[src/rtl/assert_macros.svh]
// ---------------------------------------------------------------------------
// Assertion macros
// Clocked assertion helpers shared by the RTL; empty when SYNTH is defined.
// ---------------------------------------------------------------------------
`ifndef ASSERT_MACROS_SVH
`define ASSERT_MACROS_SVH

`ifndef SYNTH
`define ASSERT_CLKED(lbl, prop) \
  lbl: assert property (@(posedge clk_i) disable iff (!rst_ni) prop) \
    else $error("assertion failed");
`define ASSERT_NEVER(lbl, cond) `ASSERT_CLKED(lbl, !(cond))
`else
`define ASSERT_CLKED(lbl, prop)
`define ASSERT_NEVER(lbl, cond)
`endif

`endif

[src/rtl/mrs_pkg.sv]
// ---------------------------------------------------------------------------
// mrs_pkg
// Types and constants of the row-streaming matrix multiply unit.
// ---------------------------------------------------------------------------
package mrs_pkg;

  localparam int MAX_INNER = 16;
  localparam int MAX_COLS  = 64;

  localparam int VALUE_W = 16;
  localparam int PROD_W  = 2 * VALUE_W;
  localparam int ROW_W   = 4;
  localparam int COL_W   = 6;
  localparam int SUM_W   = 36;
  localparam int POS_W   = 4;
  localparam int INNER_W = 5;
  localparam int COLS_W  = 7;
  localparam int APB_AW  = 3;
  localparam int APB_DW  = 32;

  localparam logic [INNER_W-1:0] INNER_RST = INNER_W'(5);
  localparam logic [COLS_W-1:0]  COLS_RST  = COLS_W'(64);

  typedef enum logic {
    CMD_LOAD_B = 1'b0,
    CMD_A_ELEM = 1'b1
  } cmd_e;

  typedef enum logic {
    REG_INNER_SIZE = 1'b0,
    REG_COL_COUNT  = 1'b1
  } reg_idx_e;

  typedef struct packed {
    cmd_e               command;
    logic [ROW_W-1:0]   b_row;
    logic [COL_W-1:0]   b_col;
    logic [VALUE_W-1:0] elem_value;
  } in_beat_t;

  typedef struct packed {
    logic [COL_W-1:0] col_index;
    logic [SUM_W-1:0] product_sum;
    logic             last;
  } out_beat_t;

endpackage

[src/rtl/mrs_cell.sv]
// ---------------------------------------------------------------------------
// mrs_cell
// One column sum of the rotating accumulator ring.
// ---------------------------------------------------------------------------
module mrs_cell #(
  parameter int Width = mrs_pkg::SUM_W
) (
  input  logic             clk_i,
  input  logic             rst_ni,
  input  logic             shift_i,
  input  logic [Width-1:0] sum_i,
  output logic [Width-1:0] sum_o
);

  logic [Width-1:0] sum_q, sum_d;

  always_comb begin
    sum_d = shift_i ? sum_i : sum_q;
  end

  always_ff @(posedge clk_i or negedge rst_ni) begin
    if (!rst_ni) begin
      sum_q <= '0;
    end else begin
      sum_q <= sum_d;
    end
  end

  assign sum_o = sum_q;

endmodule

[config.mk]
export PLATFORM = sky130hd
export DESIGN_NAME = mrs_cell
export DESIGN_NICKNAME = d
export VERILOG_FILES = /design/src/rtl/assert_macros.svh /design/src/rtl/mrs_pkg.sv /design/src/rtl/mrs_cell.sv
export SDC_FILE = /design/constraint.sdc
export NUM_CORES = 1
export LEC_CHECK = 0
export ABC_AREA = 1
export CORE_AREA = 2 2 50 52
export CTS_CLUSTER_DIAMETER = 50
export CTS_CLUSTER_SIZE = 16
export DETAILED_ROUTE_END_ITERATION = 16
export DIE_AREA = 0 0 52 54
export DONT_BUFFER_PORTS = 1
export PLACE_DENSITY_LB_ADDON = 0.2
export REMOVE_ABC_BUFFERS = 1
export SLEW_MARGIN = 20
export SYNTH_ARGS = -nofsm -noshare
export SYNTH_HDL_FRONTEND = slang
export SYNTH_SLANG_ARGS = --single-unit
[constraint.sdc]
create_clock -name clk_i -period 0.96 [get_ports clk_i]
set_input_delay 0.048 -clock clk_i [delete_from_list [all_inputs] [get_ports clk_i]]
set_output_delay 0.048 -clock clk_i [all_outputs]
set_load 0.1 [all_outputs]
==> results_dict.tcl, run 1 <==
set metrics [dict create \
    rows 18 \
    dp_slack_ns 0.2764 \
    dp_cells 211 \
    ys_warn_count 0 \
    initial_core_util_pct 61.17 \
    syn_area_per_cell_um2 9.335 \
    ys_seq_area_share_pct 63.49 \
    netlist_area_um2 1419 \
    htreeDepth 2 \
    cts_sinks 36 \
    stop_stage "4_1_cts" \
    tool.error "[ERROR DPL-0038] Utilization greater than 100%, impossible to legalize" \
    cts_resized 0 \
    cts_max_path_buffers 2 \
    dp_hpwl_um 2703 \
    synthCells 152 \
    io_buffers 0 \
    cts-root-buf "clkbuf_4" \
    ys_ff_latch 36 \
    status "stopped before the end" \
    gp_congestion 0.6305 \
    synthDistinctLibCells 7 \
    io-pin-count 75 \
    fp.dieH_um 54 \
    die_x_um 52 \
    cts_setup_buffers 25 \
    ctsHoldBuffers 38 \
    cts_made_buffers 5 \
]
through the flow:
step / area (um2) / hold slack [ns]
after detailed placement: 2101 / -0.2467
after global placement: 2101 / -0.2467
after floorplan: 1343 / -0.2476
cells by family after synthesis:
kind of cell	Yosys count	share of synthesized area [%]
buffers and inverters	8	6.173
flip-flops	36	63.49
AND/OR/NAND/NOR	108	30.33
Yosys cell counts, drive strengths merged:
cell,instances,area [um2]
nand2,108,430.4
inv,1,11.26
dfrtp,36,900.9
buf,7,76.32
==> run 2: changes to the inputs <==
Settings changed: CORE_AREA 2 2 50 52 to 2 2 63 65, CTS_CLUSTER_DIAMETER 50 to default, CTS_CLUSTER_SIZE 16 to default, DIE_AREA 0 0 52 54 to 0 0 65 67, PLACE_DENSITY_LB_ADDON 0.2 to 0.15.
==> run 2 against run 1 <==
Against the previous run:
- the flow now finishes, with violations (negative hold slack)
- synthesized cell count stayed put
- area after synthesis unchanged
==> results_dict.tcl, run 2 <==
set metrics [dict create \
    io_buffers 0 \
    cp_slowest_cell "dfrtp_1" \
    drc 0 \
    cts-root-buf "clkbuf_8" \
    n_fill_cell 269 \
    ys_seq_area_share_pct 63.49 \
    synthTopCellsByArea "dfrtp_1 63%, nand2_1 26%, nand2_2 4.4%" \
    startpoint_type "flop" \
    r2r_start "sum_o[10]$_DFFE_PN0P_" \
    critical_path.endpoint "sum_o[10]" \
    synthDistinctLibCells 7 \
    grt_max_degree 38 \
    crit_arrival_ns 0.88 \
    cts_max_path_buffers 2 \
    htreeDepth 2 \
    yosysMostFrequentCell "nand2_1" \
    drv_cap 0 \
    setup_viol_count_final 0 \
    crit_fanout 2 \
    fin_crit_ns 0.9329 \
    crit_path_end_kind "output pin" \
    ys_ff_latch 36 \
    yosys.area.top_type "dfrtp_1" \
    r2r_end "sum_o[10]$_DFFE_PN0P_" \
    largest_register_ffs 36 \
    rr_worst_depth 3 \
    worstMarginPinSlew_ns 0.2158 \
    fin_setup_tns_ns 0 \
    rows 22 \
    cts_sinks 36 \
    async_reset_ff_share_pct 100.0 \
    hold_ws_ns -0.1131 \
    netlist_top_cells_count "98 x nand2_1, 36 x dfrtp_1, 10 x nand2_2, 3 x buf_4, 3 x buf_6" \
    grt_pass1_vias 1333 \
    die_x_um 65 \
    area_delta_synth_final_pct 87.39 \
    ys_warn_count 0 \
    overflow 0 \
    grt_antenna_before_repair 0 \
    violations "negative hold slack" \
    cp.required_ns 0.91 \
    ctsHoldBuffers 38 \
    fin_crit_sh_pct 97.18 \
    grt_usage_pct 19.16 \
    drt_iter0_drc 51 \
    netlist_area_um2 1419 \
    peakVddDrop_mv 1.224 \
    clk_pin_slew_worst_paths_ns 0.07 \
    finalPower_mw 4.753 \
    status "finished with violations" \
    slew_headroom_pct 85.61 \
    fp.dieH_um 67 \
    critPathMaxStageDelay_ns 0.42 \
    crit_start "sum_o[10]$_DFFE_PN0P_" \
    dpl_cell_area_um2 2123 \
    die-area_um2 4355 \
    hp-class "in -> reg" \
    final_nets 274 \
    insertion_delay_ns 0.27 \
    dp_cells 229 \
    dr.pass1.iters 3 \
    initial_core_util_pct 39.35 \
    post_route_cells_drive_above_1_share_pct 26.81 \
    stdcell_count 283 \
    ant_nets 0 \
    gp_congestion 0.5721 \
    core-area_um2 3606 \
    crit_chain "buf_12" \
    dp_hpwl_um 2344 \
    viasPerCell 4.527 \
    powerDensity_nw_per_um2 1788 \
    clock_skew_ns 0 \
    cts_tree "built" \
    post_drt_wl_per_cell_um 13.69 \
    cp.depth 1 \
    path_class "reg -> out" \
    rsz0062_at_grt "yes" \
    critical-path-top-delay-family "flip-flops" \
    cp_num_buf_inv 1 \
    p_leak_nw 1.316 \
    syn_area_per_cell_um2 9.335 \
    fmax_ghz 1.072 \
    synthCells 152 \
    vias 1281 \
    synth_top_area_share_pct 63.49 \
    mostFrequentLayoutCells "98 x nand2_1, 37 x buf_12, 37 x dlygate4sd3_1, 36 x dfrtp_1, 10 x nand2_2" \
    insertedDiodeCount 0 \
    final_area_um2 2659 \
    synth_edf_count 0 \
    io-pin-count 75 \
    finalHoldViolCount 24 \
    slew_viol_final 0 \
    mostFrequentLayoutCell "nand2_1" \
    detail_route.wirelength_um 3874 \
    grt_first_pass_wirelength_um 6120 \
    r2r_setup_slack_ns 0.17 \
    cts_made_buffers 5 \
    synth_ff_type "dfrtp_1" \
]
-- run 2: cell counts after synthesis --
Identical to the previous run, type by type.
-- run 2: worst min-delay path by stage --
stage                 start                    end  slack [ns]  cells past startpoint
global placement     rst_ni   sum_o[9]$_DFFE_PN0P_       -0.25                      0
finish              shift_i   sum_o[2]$_DFFE_PN0P_       -0.11                      2
detailed placement   rst_ni  sum_o[11]$_DFFE_PN0P_       -0.25                      0
CTS                 shift_i  sum_o[20]$_DFFE_PN0P_       -0.12                      2
floorplan            rst_ni   sum_o[0]$_DFFE_PN0P_       -0.25                      0
global route        shift_i  sum_o[22]$_DFFE_PN0P_       -0.12                      2
-- run 2: per-stage QoR --
stage | setup WS [ns] | util (%)
4_1_cts | 0.01038 | 72.07
5_1_grt | -0.003747 | 73.73
3_3_place_gp | 0.3344 | 58.88
2_1_floorplan | -0.1856 | -
3_5_place_dp | 0.3012 | 58.88
6_report | 0.02709 | 73.73
-- run 2: what timing repair did --
action / 4_1_cts / 5_1_grt
setup buffers: 1 / 8
gates resized for setup: 0 / 0
endpoints found under the setup margin: 1 / 10
hold endpoints to repair: 72 / 19
cloned: 0 / 0
-- run 2: report_power, final --
part / switching, mW / internal, mW
Sequential: 0.154 / 1.65
Clock: 0.477 / 0.492
Combinational: 1.25 / 0.730
-- run 2: kinds of logic after synthesis --
family,after synthesis,share of synthesized area [%]
flops,36,63.49
buf+inv,8,6.173
simple gates,108,30.33
-- run 2: area by class of cell --
cell class,instances,area (um2),share of cell area [%]
clock buffers,6,72.57,2.729
clock inverters,1,5.005,0.1882
inverters,1,11.26,0.4235
multi-input cells,108,430.4,16.19
flip-flops and latches,36,900.9,33.88
well taps,48,60.06,2.259
repair buffers,83,1179,44.33
-- run 2: per-layer routing --
metal  wire length, um  global-route usage (%)  up-vias  share of wire [%]
li1                  -                       -      616                  -
met1              1498                   20.89      607                 39
met3               246                   6.419        4                6.4
met4                19                   4.787        0               0.49
met5                 0                       0        -                  0
met2              2110                   35.57       54                 54
(Power assumes the default switching activity.)
==> run 3: changes to the inputs <==
Settings changed: CTS_BUF_LIST from default to sky130_fd_sc_hd__clkbuf_4.
==> run 3 against run 2 <==
Against the previous run:
- the run ends with negative setup slack left
- non-clock buffer count increased by 16
- maximum frequency fell by 6.8%
- cell area rose by 4.0%
- clock power decreased by 23%
==> results_dict.tcl, run 3 (same netlist as run 2, synthesis figures left out) <==
set metrics [dict create \
    worstMarginPinSlew_ns 0.2303 \
    die-area_um2 4355 \
    seq_area_um2 900.9 \
    violations "negative setup slack" \
    initial_core_util_pct 39.35 \
    power.internal_mw 2.748 \
    core-area_um2 3606 \
    post_drt_wl_per_cell_um 14.66 \
    area_delta_synth_final_pct 94.97 \
    clk_pin_slew_worst_paths_ns 0.10 \
    p_switching_mw 1.905 \
    htreeDepth 2 \
    drt_iter0_drc 55 \
    status "finished with violations" \
    dr.pass1.iters 4 \
    met1_length_um 1675 \
    grt_first_pass_wirelength_um 6893 \
    worstHoldPathCells 3 \
    mostFrequentLayoutCells "98 x nand2_1, 38 x buf_12, 38 x dlygate4sd3_1, 36 x dfrtp_1, 23 x buf_4" \
    min_to "sum_o[4]$_DFFE_PN0P_" \
    fmax_ghz 0.9992 \
    fin_crit_sh_pct 104.2 \
    seqPwrFrac_pct 38.7 \
    drc 0 \
    clock_skew_ns 0 \
    grt_usage_pct 21.88 \
    hp-class "in -> reg" \
    crit_chain "buf_12" \
    slew_viol_final 0 \
    setup_viol_count_final 36 \
    critPathMaxStageDelay_ns 0.43 \
    crit_arrival_ns 0.95 \
    comb_power_share_pct 45.2 \
    min-delay-start "shift_i" \
    grt_antenna_before_repair 0 \
    io-pin-count 75 \
    r2r_setup_slack_ns 0.04 \
    insertedDiodeCount 0 \
    rows 22 \
    top_layer "met4" \
    cts_sinks 36 \
    insertion_delay_ns 0.32 \
    grt_max_degree 37 \
    cp_slowest_cell "dfrtp_1" \
    cts_resized 0 \
    finalPower_mw 4.653 \
    fin_crit_ns 1.001 \
    cts_tree "built" \
    powerDensity_nw_per_um2 1682 \
    drv_cap 0 \
    fp.dieH_um 67 \
    cts_made_buffers 5 \
    cts-root-buf "clkbuf_4" \
    wl_met3_um 269 \
    n_fill_cell 247 \
    viasPerCell 4.602 \
    r2r_start "sum_o[5]$_DFFE_PN0P_" \
    cp.required_ns 0.91 \
    multi_input_area_um2 430.4 \
    p_sw_share_pct 40.94 \
    io_buffers 0 \
    largest_register_ffs 36 \
    rsz0062_at_grt "yes" \
    dp_hpwl_um 2344 \
    overflow 0 \
    setup_ws_ns -0.04080 \
    peakVddDrop_mv 1.029 \
    final_nets 290 \
    r2r_end "sum_o[5]$_DFFE_PN0P_" \
    gp_congestion 0.5721 \
    path_class "reg -> out" \
    dpl_cell_area_um2 2123 \
    ant_nets 0 \
    cts_max_path_buffers 2 \
    finalHoldViolCount 0 \
    startpoint_type "flop" \
    rr_worst_depth 4 \
    slew_headroom_pct 84.65 \
    p_leak_nw 1.399 \
    final_area_um2 2766 \
    grt_pass1_vias 1454 \
    post_route_cells_drive_above_1_share_pct 31.47 \
    crit_path_end_kind "output pin" \
    cp_num_buf_inv 1 \
    critical-path-top-delay-family "flip-flops" \
    pwr-share-clk_pct 16.1 \
    die_x_um 65 \
    crit_fanout 2 \
    detail_route.wirelength_um 4384 \
    mostFrequentLayoutCell "nand2_1" \
    wl_met2_um 2400 \
    vias 1376 \
]
## run 3: cell count changes in the layout (fill, tap and decap cells not counted), sizes merged
cell / change
dlygate4sd3: +1
buf: +15
## run 3: how the worst max path moves through the flow
stage | start | endpoint | slack [ns] | cells after the start
after floorplan | sum_o[0]$_DFFE_PN0P_ | sum_o[0]$_DFFE_PN0P_ | -0.19 | 2
after global placement | sum_o[13]$_DFFE_PN0P_ | sum_o[13]$_DFFE_PN0P_ | 0.33 | 2
after detailed placement | sum_o[5]$_DFFE_PN0P_ | sum_o[5]$_DFFE_PN0P_ | 0.30 | 2
after CTS | sum_o[4]$_DFFE_PN0P_ | sum_o[4] | -0.06 | 1
after global routing | sum_o[33]$_DFFE_PN0P_ | sum_o[33] | -0.09 | 1
final | sum_o[10]$_DFFE_PN0P_ | sum_o[10] | -0.04 | 1
## run 3: worst register-to-register path, stage by stage, from the launching register on
cell	delay [ns]
dfrtp_1	0.43
buf_4	0.15
buf_4	0.12
nand2_2	0.05
nand2_1	0.06
## run 3: metrics by stage
| step | setup slack, ns | util, % | std cells | hold WS, ns | setup TNS [ns] |
|---|---|---|---|---|---|
| 6_report | -0.04080 | 76.72 | 299 | 0.01415 | -0.6078 |
| 3_3_place_gp | 0.3344 | 58.88 | 229 | -0.2467 | 0 |
| 5_1_grt | -0.09447 | 76.72 | 299 | 0.002258 | -2.339 |
| 3_5_place_dp | 0.3012 | 58.88 | 229 | -0.2465 | 0 |
| 2_1_floorplan | -0.1856 | - | 145 | -0.2476 | -6.435 |
| 4_1_cts | -0.05613 | 75.05 | 291 | 0.002204 | -1.079 |
## run 3: power groups by stage
stage                     registers [mW]  clock network, mW  logic [mW]
after floorplan                     2.75                  0       0.144
after global placement              1.82                  0        1.75
after detailed placement            1.84                  0        1.77
after CTS                           1.80              0.785        2.05
after global routing                1.82              0.851        2.18
final                               1.80              0.750        2.10
## run 3: per-layer routing
| layer | up-vias | global-route usage (%) |
|---|---|---|
| met3 | 6 | 6.419 |
| li1 | 651 | - |
| met2 | 62 | 42.40 |
| met4 | 0 | 6.383 |
| met1 | 657 | 22.56 |
| met5 | - | 0 |
## run 3: area by class of cell
type | instances | share of cell area [%]
clock buffer | 6 | 1.628
clock inverter | 1 | 0.1809
inverter | 1 | 0.4071
multi-input combinational | 108 | 15.56
sequential | 36 | 32.56
tap | 48 | 2.171
timing repair buffer | 99 | 47.49
## run 3: what timing repair did
action | 4_1_cts | 5_1_grt
hold buffers | 40 | 0
endpoints found under the hold margin | 72 | 0
endpoints found under the setup margin | 36 | 36
setup buffers | 15 | 8
==> run 4: changes to the inputs <==
Settings changed: PLACE_DENSITY_LB_ADDON 0.15 to 0.3.
==> run 4 against run 3 <==
Against the previous run:
- core utilization rose by 0.42 points
- the run still ends with negative setup slack left
- cell area rose by 0.54%
- cell count fell by 0.33%
- via count fell by 2.9%
- total power rose by 6.3%
- critical path type unchanged
- sequential cell count did not move
- die area did not move
- largest power group unchanged
- register-to-register slack got worse by 0.02 ns
- critical endpoint is now sum_o[25]
- sequential power barely moved
==> results_dict.tcl, run 4 (same netlist as run 2, synthesis figures left out) <==
set metrics [dict create \
    status "finished with violations" \
    violations "negative setup slack" \
    drt_iter0_drc 57 \
    grt_antenna_before_repair 0 \
    post_route_cells_drive_above_1_share_pct 31.20 \
    n_fill_cell 210 \
    cp.required_ns 0.91 \
    insertedDiodeCount 0 \
    p_leak_nw 1.405 \
    worstMarginPinSlew_ns 0.2263 \
    p_sw_share_pct 39.04 \
    cp_num_buf_inv 1 \
    grt_usage_pct 21.78 \
    clock_skew_ns 0 \
    grt_max_degree 37 \
    detail_route.wirelength_um 4512 \
    fmax_ghz 0.9778 \
    startpoint_type "flop" \
    comb_power_share_pct 42.3 \
    grt_pass1_vias 1395 \
    viasPerCell 4.483 \
    largest_register_ffs 36 \
    rows 22 \
    seq_area_um2 900.9 \
    power.internal_mw 3.015 \
    setup_viol_count_final 36 \
    grt_first_pass_wirelength_um 6803 \
    cts_made_buffers 5 \
    final_nets 288 \
    area_delta_synth_final_pct 96.03 \
    cts_tree "built" \
    io-pin-count 75 \
    overflow 0 \
    clk_pin_slew_worst_paths_ns 0.10 \
    powerDensity_nw_per_um2 1778 \
    path_class "reg -> out" \
    peakVddDrop_mv 1.298 \
    core-area_um2 3606 \
    crit_chain "buf_12" \
    critPathMaxStageDelay_ns 0.44 \
    slew_viol_final 0 \
    rsz0062_at_grt "yes" \
    initial_core_util_pct 39.35 \
    slew_headroom_pct 84.91 \
    fp.dieH_um 67 \
    cts_resized 0 \
    drv_cap 0 \
    seqPwrFrac_pct 36.5 \
    fin_crit_sh_pct 106.5 \
    hp-class "in -> reg" \
    insertion_delay_ns 0.33 \
    mostFrequentLayoutCell "nand2_1" \
    hold_ws_ns 0.01307 \
    cts_sinks 36 \
    mostFrequentLayoutCells "98 x nand2_1, 38 x dlygate4sd3_1, 38 x buf_12, 36 x dfrtp_1, 21 x buf_4" \
    dpl_cell_area_um2 2123 \
    io_buffers 0 \
    htreeDepth 2 \
    fin_crit_ns 1.023 \
    post_drt_wl_per_cell_um 15.14 \
    dr.pass1.iters 4 \
    ant_nets 0 \
    r2r_setup_slack_ns 0.02 \
    critical-path-top-delay-family "flip-flops" \
    crit_path_end_kind "output pin" \
    vias 1336 \
    multi_input_area_um2 430.4 \
    cts_max_path_buffers 2 \
    crit_arrival_ns 0.97 \
    pwr-share-clk_pct 21.2 \
    gp_congestion 0.6363 \
    p_switching_mw 1.931 \
    final_area_um2 2781 \
    die_x_um 65 \
    drc 0 \
    crit_fanout 2 \
    cts-root-buf "clkbuf_4" \
    die-area_um2 4355 \
    setup_ws_ns -0.06270 \
    cp_slowest_cell "dfrtp_1" \
    finalHoldViolCount 0 \
]
run 4: power by group through the flow:
| stage | Clock [mW] | Combinational, mW | Sequential, mW |
|---|---|---|---|
| 2_1_floorplan | 0 | 0.144 | 2.75 |
| 5_1_grt | 1.15 | 2.16 | 1.82 |
| 3_3_place_gp | 0 | 1.75 | 1.83 |
| 4_1_cts | 1.09 | 2.05 | 1.80 |
| 6_report | 1.05 | 2.09 | 1.81 |
| 3_5_place_dp | 0 | 1.77 | 1.84 |
run 4: final cells by class:
cell class                 instances  share of cell area [%]
inverter                           1                  0.4049
tap                               48                   2.159
timing repair buffer              97                   46.69
clock inverter                     2                   1.260
clock buffer                       6                   1.619
multi-input combinational        108                   15.47
sequential                        36                   32.39
run 4: final timing paths:
kind	cells past startpoint	from	to
worst max-delay path	1	sum_o[25]$_DFFE_PN0P_	sum_o[25]
worst min-delay path	3	shift_i	sum_o[13]$_DFFE_PN0P_
worst max register to register	4	sum_o[10]$_DFFE_PN0P_	sum_o[10]$_DFFE_PN0P_
worst min register to register	2	sum_o[16]$_DFFE_PN0P_	sum_o[16]$_DFFE_PN0P_
max in group asynchronous	2	rst_ni	sum_o[6]$_DFFE_PN0P_
min in group asynchronous	2	rst_ni	sum_o[0]$_DFFE_PN0P_
run 4: layer usage:
layer	GRT usage [%]	vias to the layer above	share of wire, %
met5	0	-	0
li1	-	644	-
met2	42.14	55	58
met3	5.574	0	6.1
met1	22.38	637	36
met4	7.979	0	0
run 4: per-stage QoR:
step | power, mW | setup slack [ns] | util (%) | cells | setup TNS (ns)
6_report | 4.946 | -0.06270 | 77.13 | 298 | -0.9099
5_1_grt | 5.138 | -0.1218 | 77.13 | 298 | -2.826
4_1_cts | 4.940 | -0.06610 | 75.82 | 292 | -1.735
3_5_place_dp | 3.610 | 0.2898 | 58.88 | 229 | 0
3_3_place_gp | 3.578 | 0.3314 | 58.88 | 229 | 0
2_1_floorplan | 2.891 | -0.1856 | - | 145 | -6.435
run 4: what timing repair did:
action                                  in CTS  in global routing
hold buffers                                39                  1
endpoints found under the setup margin      36                 36
pin swaps                                    0                  0
setup buffers                               16                  5
endpoints found under the hold margin       72                  2
